File: src/hdd_pkg.sv
`timescale 1ns / 1ps
// Shared types, codes and helpers for the hierarchy divergence depth block.
// No dependencies; imported by hdd_bins and hierarchy_divergence_depth.
package hdd_pkg;

    typedef enum logic [1:0] {
        MODE_WR_ANC   = 2'd0,
        MODE_WR_DEPTH = 2'd1,
        MODE_PAIR     = 2'd2,
        MODE_HIST     = 2'd3
    } mode_t;

    localparam logic [1:0] CFG_NUM_LEAVES = 2'd0;
    localparam logic [1:0] CFG_NUM_TIERS  = 2'd1;

    typedef struct packed {
        logic capture_z;
        logic clear;
        logic count;
        logic shift;
    } bins_ctrl_t;

    function automatic logic [4:0] sat_depth(input logic [3:0] d, input logic [4:0] t);
        logic [4:0] r;
        begin
            r = {1'b0, d};
            if (r == 5'd0)
            begin
                r = 5'd1;
            end
            if (r > t)
            begin
                r = t;
            end
            return r;
        end
    endfunction

endpackage

File: src/hdd_table.sv
`timescale 1ns / 1ps
// Ancestor row memory and leaf depth memory, one synchronous read port each.
// Depends on nothing; instantiated by hierarchy_divergence_depth.
module hdd_table #(
    parameter int MAX_LEAVES = 64,
    parameter int MAX_TIERS  = 8
) (
    input  logic                                 clk,
    input  logic                                 wr_anc_en,
    input  logic                                 wr_depth_en,
    input  logic [5:0]                           wr_leaf,
    input  logic [2:0]                           wr_tier,
    input  logic [6:0]                           wr_ancestor,
    input  logic [3:0]                           wr_depth,
    input  logic                                 rd_en,
    input  logic [5:0]                           rd_leaf_in,
    output logic [5:0]                           rd_leaf,
    output logic                                 rd_oor,
    output logic [MAX_TIERS-2:0][6:0]            rd_row,
    output logic [3:0]                           rd_depth
);
    localparam int ROW = MAX_TIERS - 1;
    localparam int LW  = $clog2(MAX_LEAVES);
    localparam int RW  = (ROW > 1) ? $clog2(ROW) : 1;

    logic [ROW-1:0][6:0] anc_mem [MAX_LEAVES];
    logic [3:0]          depth_mem [MAX_LEAVES];

    logic          wr_leaf_ok;
    logic          wr_tier_ok;
    logic          rd_leaf_ok;
    logic [LW-1:0] wr_addr;
    logic [LW-1:0] rd_addr;
    logic [RW-1:0] wr_col;

    assign wr_leaf_ok = {1'b0, wr_leaf} < 7'(MAX_LEAVES);
    assign rd_leaf_ok = {1'b0, rd_leaf_in} < 7'(MAX_LEAVES);
    assign wr_tier_ok = int'(wr_tier) < ROW;
    assign wr_addr    = LW'(wr_leaf);
    assign rd_addr    = LW'(rd_leaf_in);
    assign wr_col     = RW'(wr_tier);

    // Writes are only taken while the sequencer is idle, so a write never
    // meets a read of the same entry in one cycle.
    always_ff @(posedge clk)
    begin
        if (wr_anc_en && wr_leaf_ok && wr_tier_ok)
        begin
            anc_mem[wr_addr][wr_col] <= wr_ancestor;
        end
        if (wr_depth_en && wr_leaf_ok)
        begin
            depth_mem[wr_addr] <= wr_depth;
        end
    end

    always_ff @(posedge clk)
    begin
        if (rd_en)
        begin
            rd_row   <= anc_mem[rd_addr];
            rd_depth <= depth_mem[rd_addr];
            rd_leaf  <= rd_leaf_in;
            rd_oor   <= !rd_leaf_ok;
        end
    end

endmodule

File: src/hdd_bins.sv
`timescale 1ns / 1ps
// Tier compare of one row against the query leaf, and the histogram counters.
// Depends on hdd_pkg; instantiated by hierarchy_divergence_depth.
module hdd_bins #(
    parameter int MAX_TIERS = 8
) (
    input  logic                                  clk,
    input  hdd_pkg::bins_ctrl_t                   ctrl,
    input  logic [$clog2(MAX_TIERS+1)-1:0]        t,
    input  logic [5:0]                            rd_leaf,
    input  logic                                  rd_oor,
    input  logic [MAX_TIERS-2:0][6:0]             rd_row,
    input  logic [3:0]                            rd_depth,
    input  logic                                  mask_bit,
    output logic [6:0]                            cnt_head,
    output logic [6:0]                            pair_value
);
    import hdd_pkg::*;

    localparam int ROW = MAX_TIERS - 1;
    localparam int TW  = $clog2(MAX_TIERS + 1);

    logic [ROW-1:0][6:0] z_step_reg;
    logic [5:0]          z_leaf_reg;
    logic [TW-1:0]       z_depth_reg;
    logic [6:0]          cnt_reg [MAX_TIERS+1];

    logic [ROW-1:0][6:0] cur_step;
    logic [TW-1:0]       cur_depth;
    logic [TW-1:0]       mismatch;
    logic [TW-1:0]       bin_sel;
    logic                same;
    logic                hit;

    always_comb
    begin
        cur_depth = TW'(sat_depth(rd_oor ? 4'd0 : rd_depth, 5'(t)));
        for (int h = 0; h < ROW; h++)
        begin
            if (h + 1 == int'(cur_depth))
            begin
                cur_step[h] = {1'b0, rd_leaf};
            end
            else
            begin
                cur_step[h] = rd_oor ? 7'd0 : rd_row[h];
            end
        end
        mismatch = z_depth_reg - TW'(1);
        for (int h = ROW - 1; h >= 0; h--)
        begin
            if ((h < int'(z_depth_reg) - 1) && (cur_step[h] != z_step_reg[h]))
            begin
                mismatch = TW'(h);
            end
        end
        same       = (rd_leaf == z_leaf_reg);
        bin_sel    = same ? z_depth_reg : mismatch;
        hit        = ctrl.count && (same || mask_bit);
        pair_value = same ? 7'(z_depth_reg) : 7'(mismatch);
    end

    assign cnt_head = cnt_reg[0];

    always_ff @(posedge clk)
    begin
        if (ctrl.capture_z)
        begin
            z_step_reg  <= cur_step;
            z_depth_reg <= cur_depth;
            z_leaf_reg  <= rd_leaf;
        end
    end

    always_ff @(posedge clk)
    begin
        for (int i = 0; i <= MAX_TIERS; i++)
        begin
            if (ctrl.clear)
            begin
                cnt_reg[i] <= 7'd0;
            end
            else if (ctrl.shift)
            begin
                if (i < MAX_TIERS)
                begin
                    cnt_reg[i] <= cnt_reg[(i < MAX_TIERS) ? i + 1 : i];
                end
                else
                begin
                    cnt_reg[i] <= 7'd0;
                end
            end
            else if (hit && (bin_sel == TW'(i)))
            begin
                cnt_reg[i] <= cnt_reg[i] + 7'd1;
            end
        end
    end

endmodule

File: src/hierarchy_divergence_depth.sv
`timescale 1ns / 1ps
// Top level: sequencer, configuration registers and output register.
// Depends on hdd_pkg, hdd_table and hdd_bins.
//
//  channel | direction | handshake            | payload
//  --------+-----------+----------------------+------------------------------------------
//  config  | in        | cfg_write_en         | cfg_index, cfg_data
//  request | in        | in_valid / in_ready  | mode, leaf, other_leaf, tier, ancestor,
//          |           |                      | depth, prior_mask
//  result  | out       | out_valid / out_ready| bin, value, last
//
// A write request is taken while idle and leaves the sequencer idle. A pair query reads the
// query leaf, then the other leaf, and registers the result. A histogram query walks the table,
// one leaf row a cycle through the single read port over the N leaves in use, then emits
// num_tiers + 1 bins, one bin a cycle while the result is not stalled.
// Reset clears the sequencer and sets the configuration registers to 64 leaves and 8 tiers; the tables need no sweep.
// A stalled result holds the output register and pauses the bin emission.
module hierarchy_divergence_depth #(
    parameter int MAX_LEAVES = 64,
    parameter int MAX_TIERS  = 8
) (
    input  logic              clk,
    input  logic              rst_n,
    input  logic              cfg_write_en,
    input  logic [1:0]        cfg_index,
    input  logic [6:0]        cfg_data,
    input  logic              in_valid,
    output logic              in_ready,
    input  logic [1:0]        mode,
    input  logic [5:0]        leaf,
    input  logic [5:0]        other_leaf,
    input  logic [2:0]        tier,
    input  logic signed [6:0] ancestor,
    input  logic [3:0]        depth,
    input  logic [63:0]       prior_mask,
    output logic              out_valid,
    input  logic              out_ready,
    output logic [3:0]        bin,
    output logic [6:0]        value,
    output logic              last
);
    import hdd_pkg::*;

    localparam int LW = $clog2(MAX_LEAVES);
    localparam int TW = $clog2(MAX_TIERS + 1);

    typedef enum logic [4:0] {
        S_IDLE = 5'b00001,
        S_CAPZ = 5'b00010,
        S_PAIR = 5'b00100,
        S_WALK = 5'b01000,
        S_EMIT = 5'b10000
    } state_t;

    state_t                state_reg, state_next;
    logic [6:0]            leaf_count_reg;
    logic [3:0]            num_tiers_reg;
    logic                  hist_reg, hist_next;
    logic [5:0]            other_reg, other_next;
    logic [MAX_LEAVES-1:0] mask_reg, mask_next;
    logic [LW:0]           issue_k_reg, issue_k_next;
    logic [TW-1:0]         bin_reg, bin_next;
    logic                  out_valid_reg, out_valid_next;
    logic [3:0]            out_bin_reg, out_bin_next;
    logic [6:0]            out_value_reg, out_value_next;
    logic                  out_last_reg, out_last_next;

    logic                  accept;
    logic                  out_free;
    logic                  wr_anc_en;
    logic                  wr_depth_en;
    logic                  rd_en;
    logic [5:0]            rd_leaf_in;
    logic [5:0]            rd_leaf;
    logic                  rd_oor;
    logic [MAX_TIERS-2:0][6:0] rd_row;
    logic [3:0]            rd_depth;
    logic                  mask_bit;
    logic [6:0]            cnt_head;
    logic [6:0]            pair_value;
    logic [LW:0]           n_eff;
    logic [TW-1:0]         t_eff;
    bins_ctrl_t            ctrl;

    always_comb
    begin
        if (leaf_count_reg == 7'd0)
        begin
            n_eff = (LW + 1)'(1);
        end
        else if (int'(leaf_count_reg) > MAX_LEAVES)
        begin
            n_eff = (LW + 1)'(MAX_LEAVES);
        end
        else
        begin
            n_eff = (LW + 1)'(leaf_count_reg);
        end
        if (num_tiers_reg == 4'd0)
        begin
            t_eff = TW'(1);
        end
        else if (int'(num_tiers_reg) > MAX_TIERS)
        begin
            t_eff = TW'(MAX_TIERS);
        end
        else
        begin
            t_eff = TW'(num_tiers_reg);
        end
    end

    assign in_ready    = (state_reg == S_IDLE);
    assign accept      = in_valid && in_ready;
    assign out_free    = !out_valid_reg || out_ready;
    assign wr_anc_en   = accept && (mode_t'(mode) == MODE_WR_ANC);
    assign wr_depth_en = accept && (mode_t'(mode) == MODE_WR_DEPTH);
    assign mask_bit    = mask_reg[LW'(rd_leaf)];

    always_comb
    begin
        state_next     = state_reg;
        hist_next      = hist_reg;
        other_next     = other_reg;
        mask_next      = mask_reg;
        issue_k_next   = issue_k_reg;
        bin_next       = bin_reg;
        out_valid_next = out_valid_reg && !out_ready;
        out_bin_next   = out_bin_reg;
        out_value_next = out_value_reg;
        out_last_next  = out_last_reg;
        rd_en          = 1'b0;
        rd_leaf_in     = leaf;
        ctrl           = '0;
        case (state_reg)
            S_IDLE:
            begin
                if (accept && ((mode_t'(mode) == MODE_PAIR) || (mode_t'(mode) == MODE_HIST)))
                begin
                    rd_en      = 1'b1;
                    rd_leaf_in = leaf;
                    hist_next  = (mode_t'(mode) == MODE_HIST);
                    other_next = other_leaf;
                    mask_next  = prior_mask[MAX_LEAVES-1:0];
                    state_next = S_CAPZ;
                end
            end
            S_CAPZ:
            begin
                ctrl.capture_z = 1'b1;
                ctrl.clear     = 1'b1;
                rd_en          = 1'b1;
                if (hist_reg)
                begin
                    rd_leaf_in   = 6'd0;
                    issue_k_next = (LW + 1)'(1);
                    state_next   = S_WALK;
                end
                else
                begin
                    rd_leaf_in = other_reg;
                    state_next = S_PAIR;
                end
            end
            S_WALK:
            begin
                ctrl.count = 1'b1;
                if (issue_k_reg < n_eff)
                begin
                    rd_en        = 1'b1;
                    rd_leaf_in   = 6'(issue_k_reg);
                    issue_k_next = issue_k_reg + (LW + 1)'(1);
                end
                else
                begin
                    bin_next   = '0;
                    state_next = S_EMIT;
                end
            end
            S_PAIR:
            begin
                if (out_free)
                begin
                    out_valid_next = 1'b1;
                    out_bin_next   = 4'd0;
                    out_value_next = pair_value;
                    out_last_next  = 1'b1;
                    state_next     = S_IDLE;
                end
            end
            S_EMIT:
            begin
                if (out_free)
                begin
                    ctrl.shift     = 1'b1;
                    out_valid_next = 1'b1;
                    out_bin_next   = 4'(bin_reg);
                    out_value_next = cnt_head;
                    out_last_next  = (bin_reg == t_eff);
                    bin_next       = bin_reg + TW'(1);
                    if (bin_reg == t_eff)
                    begin
                        state_next = S_IDLE;
                    end
                end
            end
            default:
            begin
                state_next = S_IDLE;
            end
        endcase
    end

    always_ff @(posedge clk or negedge rst_n)
    begin
        if (!rst_n)
        begin
            state_reg      <= S_IDLE;
            out_valid_reg  <= 1'b0;
            leaf_count_reg <= 7'd64;
            num_tiers_reg  <= 4'd8;
        end
        else
        begin
            state_reg     <= state_next;
            out_valid_reg <= out_valid_next;
            if (cfg_write_en && (cfg_index == CFG_NUM_LEAVES))
            begin
                leaf_count_reg <= cfg_data;
            end
            if (cfg_write_en && (cfg_index == CFG_NUM_TIERS))
            begin
                num_tiers_reg <= cfg_data[3:0];
            end
        end
    end

    always_ff @(posedge clk)
    begin
        hist_reg      <= hist_next;
        other_reg     <= other_next;
        mask_reg      <= mask_next;
        issue_k_reg   <= issue_k_next;
        bin_reg       <= bin_next;
        out_bin_reg   <= out_bin_next;
        out_value_reg <= out_value_next;
        out_last_reg  <= out_last_next;
    end

    assign out_valid = out_valid_reg;
    assign bin       = out_bin_reg;
    assign value     = out_value_reg;
    assign last      = out_last_reg;

    hdd_table #(
        .MAX_LEAVES (MAX_LEAVES),
        .MAX_TIERS  (MAX_TIERS)
    ) u_table (
        .clk         (clk),
        .wr_anc_en   (wr_anc_en),
        .wr_depth_en (wr_depth_en),
        .wr_leaf     (leaf),
        .wr_tier     (tier),
        .wr_ancestor (ancestor),
        .wr_depth    (depth),
        .rd_en       (rd_en),
        .rd_leaf_in  (rd_leaf_in),
        .rd_leaf     (rd_leaf),
        .rd_oor      (rd_oor),
        .rd_row      (rd_row),
        .rd_depth    (rd_depth)
    );

    hdd_bins #(
        .MAX_TIERS (MAX_TIERS)
    ) u_bins (
        .clk        (clk),
        .ctrl       (ctrl),
        .t          (t_eff),
        .rd_leaf    (rd_leaf),
        .rd_oor     (rd_oor),
        .rd_row     (rd_row),
        .rd_depth   (rd_depth),
        .mask_bit   (mask_bit),
        .cnt_head   (cnt_head),
        .pair_value (pair_value)
    );

    a_query_busy: assert property (@(posedge clk) disable iff (!rst_n)
        (accept && mode[1]) |=> !in_ready)
        else $error("request accepted in the cycle after a query");

    a_write_stays_idle: assert property (@(posedge clk) disable iff (!rst_n)
        (accept && !mode[1]) |=> in_ready)
        else $error("write request left the sequencer busy");

    a_walk_count: assert property (@(posedge clk) disable iff (!rst_n)
        (state_reg == S_WALK) |-> ((issue_k_reg != '0) && (issue_k_reg <= n_eff)))
        else $error("walk counter outside the leaf range");

    a_bin_range: assert property (@(posedge clk) disable iff (!rst_n)
        (out_valid && (state_reg == S_EMIT)) |-> (int'(bin) <= int'(t_eff)))
        else $error("histogram bin beyond the tier count");

endmodule
File: config.mk
export PLATFORM = sky130hd
export DESIGN_NAME = hierarchy_divergence_depth
export DESIGN_NICKNAME = d
export VERILOG_FILES = /design/src/hdd_pkg.sv /design/src/hdd_table.sv /design/src/hdd_bins.sv /design/src/hierarchy_divergence_depth.sv
export SDC_FILE = /design/constraint.sdc
export NUM_CORES = 2
export LEC_CHECK = 0
export ABC_AREA = 1
export BUFFER_PORTS_ARGS = -buffer_cell sky130_fd_sc_hd__buf_2
export CAP_MARGIN = 20
export CORE_MARGIN = 2
export CORE_UTILIZATION = 50
export CTS_BUF_LIST = sky130_fd_sc_hd__clkbuf_16
export DETAILED_ROUTE_END_ITERATION = 8
export PLACE_DENSITY = 0.75
export SLEW_MARGIN = 20
export SYNTH_ARGS = -nofsm -noshare
export SYNTH_HDL_FRONTEND = slang
export SYNTH_SLANG_ARGS = --single-unit
File: constraint.sdc
create_clock -name clk -period 9.45 [get_ports clk]
set_input_delay 1.89 -clock clk [delete_from_list [all_inputs] [get_ports clk]]
set_output_delay 1.89 -clock clk [all_outputs]
set_load 0.03 [all_outputs]
==> results.py <==
metrics = {
    "sta": {
        "tightest_slew_ps": 1240,
        "setup_tns_ps": 0,
        "finalClockSkew_ps": 59.4,
        "rsz0062_at_grt": "false",
        "finalCritPeriodShare_pct": 75.8,
        "fin_crit_ps": 7170,
        "max_clock_freq_ghz": 0.140,
        "relSlewSlack_pct": 17.1,
        "slew_viol_final": 0,
        "setup_viol": 0,
        "hold_viol_final": 0,
    },
    "global_route": {
        "grt_max_degree": 235,
        "grt_pass1_vias": 102000,
        "overflow": 0,
        "grt_pass1_wl_um": 628000,
        "gr-usage-all-layers_pct": 26.2,
        "antenna_found_initial": 24,
    },
    "floorplan": {
        "io_pins": 120,
        "start_util_pct": 50.2,
        "num_rows": 206,
        "die_width_um": 566,
        "core_region_area_sq_um": 314000,
        "fp.dieH_um": 566,
        "die-area_sq_um": 320000,
    },
    "setup_path": {
        "required_ps": 10190,
        "cp_max_fo": 87,
        "critPathMaxStageDelay_ps": 910,
        "worstPathCellList": "nor2_1 > nand3_1 > nand2_1 > nand2_1 > ha_1 > nand2_1 > nor2_1 > a211oi_1 > nand2_1 > nand2_1 > inv_1 > nand2_1 > nand4_1 > nand2_4 > buf_4 > buf_4 > o211ai_1 > nand3_1 > nand3_1 > nand3_1 > nand3_1 > nand2_1",
        "cp_common_cell": "nand2_1",
        "cp_slowest_cell": "buf_4",
        "cp-end-kind": "register",
        "cp.arrival_ps": 7900,
        "cp-start-kind": "register",
        "path_class": "register to register",
    },
    "place": {
        "place_congestion": 0.926,
        "post-dp-hpwl_um": 245000,
        "port_buffers": 119,
    },
    "synth": {
        "syn_inst": 14100,
        "yosysWarnings": 0,
        "synth.cell_area_sq_um": 158000,
        "syn-num-nets": 14300,
        "ys_seq_area_share_pct": 70.1,
        "synth_cell_types": 53,
        "synth-edff-count": 3667,
        "synth-seq-cells": 3684,
        "avgSynthCellArea_sq_um": 11.2,
        "synth_ff_type": "edfxtp_1",
        "async_flop_share_pct": 0.461,
    },
    "clock_network": {
        "clkLatencyLatePin_ps": 940,
        "clk_pin_slew_ps": 70,
        "ctsHtreeMaxLevel": 5,
        "cts_tree": "done",
        "postCtsSetupRepairBufs": 0,
        "clockBufferDepth": 4,
        "clock_sinks": 3684,
        "postCtsHoldBufs": 0,
        "cts-root-buf": "clkbuf_16",
        "cts-resized-gates": 0,
        "numCtsBuffers": 366,
    },
    "finish": {
        "register_area_sq_um": 111000,
        "layout-drive-gt1-share_pct": 6.05,
        "num-nets-final": 14100,
        "multi_input_comb_area_sq_um": 36900,
        "largest_register_ffs": 3136,
        "num-fill-cells": 25000,
        "areaGrowthSynthToFinish_pct": 10.0,
    },
    "routing": {
        "drt_iter0_drc": 14300,
        "ant_nets": 0,
        "wirelength_um": 426000,
        "drc_errors": 0,
        "routed-via-count": 106000,
        "viasPerCell": 5.75,
        "dr.pass1.iters": 8,
        "routedWlPerCell_um": 23.2,
    },
    "pwr": {
        "power_frac_comb_pct": 24.8,
        "clockPowerShare_pct": 32.7,
        "seq_power_share_pct": 42.6,
        "switching_power_w": 0.0144,
        "p_sw_share_pct": 33.2,
        "p_leak_nw": 65.8,
        "p_int_w": 0.0291,
        "irDropWorstVdd_uv": 278,
        "total_power_w": 0.0435,
        "powerDensity_nw_per_um2": 251,
    },
    "flow_run": {
        "maxCapViolations": 0,
    },
    "min_path": {
        "hp-class": "register to register",
    },
    "run_status": {
        "status": "complete, no violations",
    },
}
[power groups by stage]
| stage | sequential [W] | clock (W) | combinational, W |
|---|---|---|---|
| 6_report | 0.0185 | 0.0142 | 0.0108 |
| 4_1_cts | 0.0185 | 0.0143 | 0.0105 |
| 5_1_grt | 0.0185 | 0.0149 | 0.0115 |
| 3_5_place_dp | 0.0189 | 0 | 0.0105 |
| 3_3_place_gp | 0.0189 | 0 | 0.0103 |
| 2_1_floorplan | 0.0188 | 0 | 0.00678 |
[metrics by stage]
stage	cell area (sq um)	utilization, %	hold WS [ps]	instances	worst slack (ps)
final	174000	55.2	517	18400	2280
after global routing	174000	55.2	536	18400	2210
after CTS	174000	55.2	505	18400	2870
after detailed placement	162000	51.5	494	17700	2440
after global placement	162000	51.5	467	17700	2520
after floorplan	158000	-	424	14100	2860
[kinds of logic after synthesis]
family	share of synthesized area, %
and+or+nand+nor	17.7
adders and majority gates	0.182
buffers and inverters	6.68
DFF	70.1
AOI/OAI and AO/OA	5.05
muxes	0.0143
xor gates and xnor gates	0.305
[synth_stat cells, types with 4 or more instances]
| library cell | instances | area, sq um |
|---|---|---|
| edfxtp_1 | 3667 | 110000 |
| nand2_1 | 3561 | 13400 |
| nand3_1 | 2111 | 10600 |
| inv_1 | 1864 | 7000 |
| o211ai_1 | 862 | 6470 |
| nor2_1 | 638 | 2390 |
| clkbuf_1 | 491 | 1840 |
| buf_2 | 228 | 1140 |
| o21ai_0 | 179 | 896 |
| nand3b_1 | 121 | 908 |
| buf_1 | 104 | 390 |
| xor2_1 | 46 | 403 |
| o21ai_1 | 36 | 180 |
| nor3_1 | 35 | 175 |
| ha_1 | 23 | 288 |
| nand2_2 | 22 | 138 |
| inv_2 | 17 | 63.8 |
| o22ai_1 | 16 | 100 |
| a21oi_1 | 14 | 70.1 |
| dfrtp_1 | 14 | 350 |
| xnor2_1 | 9 | 78.8 |
| nor2_4 | 8 | 90.1 |
| o21ai_2 | 7 | 61.3 |
| or2_2 | 7 | 43.8 |
| nand4_1 | 6 | 37.5 |
| buf_6 | 5 | 56.3 |
| clkinv_1 | 4 | 15.0 |
| nand2_4 | 4 | 45.0 |
[worst paths after layout]
| kind | start | end | slack, ps | cells past startpoint |
|---|---|---|---|---|
| worst min-delay path | u_bins.cnt_reg[6][3] | u_bins.cnt_reg[5][3] | 520 | 2 |
| min in group asynchronous | rst_n | leaf_count_reg[4] | 890 | 1 |
| worst max register to register | leaf_count_reg[4] | u_table.rd_row[21] | 2280 | 22 |
| worst min register to register | u_bins.cnt_reg[6][3] | u_bins.cnt_reg[5][3] | 520 | 2 |
| max in group asynchronous | rst_n | state_reg[0] | 8240 | 1 |
| worst max-delay path | leaf_count_reg[4] | u_table.rd_row[21] | 2280 | 22 |
[cell usage in the layout (no fill, tap or decap), types with 16 or more instances in the layout]
master / Yosys / routed
edfxtp_1: 3667 / 3667
nand2_1: 3561 / 3555
nand3_1: 2111 / 2105
inv_1: 1864 / 1935
o211ai_1: 862 / 862
nor2_1: 638 / 636
clkbuf_16: 0 / 371
o21ai_0: 179 / 177
nand3b_1: 121 / 121
buf_2: 228 / 112
buf_4: 3 / 100
clkinv_1: 4 / 91
clkinv_2: 1 / 53
xor2_1: 46 / 46
buf_12: 0 / 36
o21ai_1: 36 / 34
bufinv_16: 0 / 34
nor3_1: 35 / 27
nand2_2: 22 / 23
ha_1: 23 / 23
inv_2: 17 / 16
o22ai_1: 16 / 16
[area by class of cell]
cell class                      instances  share of cell area [%]
Timing Repair Buffer                  257                    1.26
Antenna cell                           15                  0.0216
Clock inverter                        277                    1.32
Sequential cell                      3684                    63.7
Tap cell                             4160                    3.00
Multi-Input combinational cell       7745                    21.3
Clock buffer                          371                    5.35
Inverter                             1886                    4.10
[critical path: cells and delay by family (launching register included)]
kind	cells	cell delay [ps]
flip-flops	1	410
adder cells (fa/ha/maj)	1	270
AND/OR/NAND/NOR	16	3730
AO/OA/AOI/OAI	2	530
buffers and inverters	3	1800
[per-layer routing]
metal / routed length (um) / global-route usage (%) / vias up / share of wire [%]
met5: 63 / 0 / - / 0.015
met4: 25900 / 14.8 / 8 / 6.1
met3: 50900 / 6.82 / 1055 / 12
met2: 192000 / 40.4 / 5972 / 45
met1: 157000 / 33.7 / 50700 / 37
li1: - / - / 48000 / -
No activity file was read; power rests on OpenSTA's default activity.
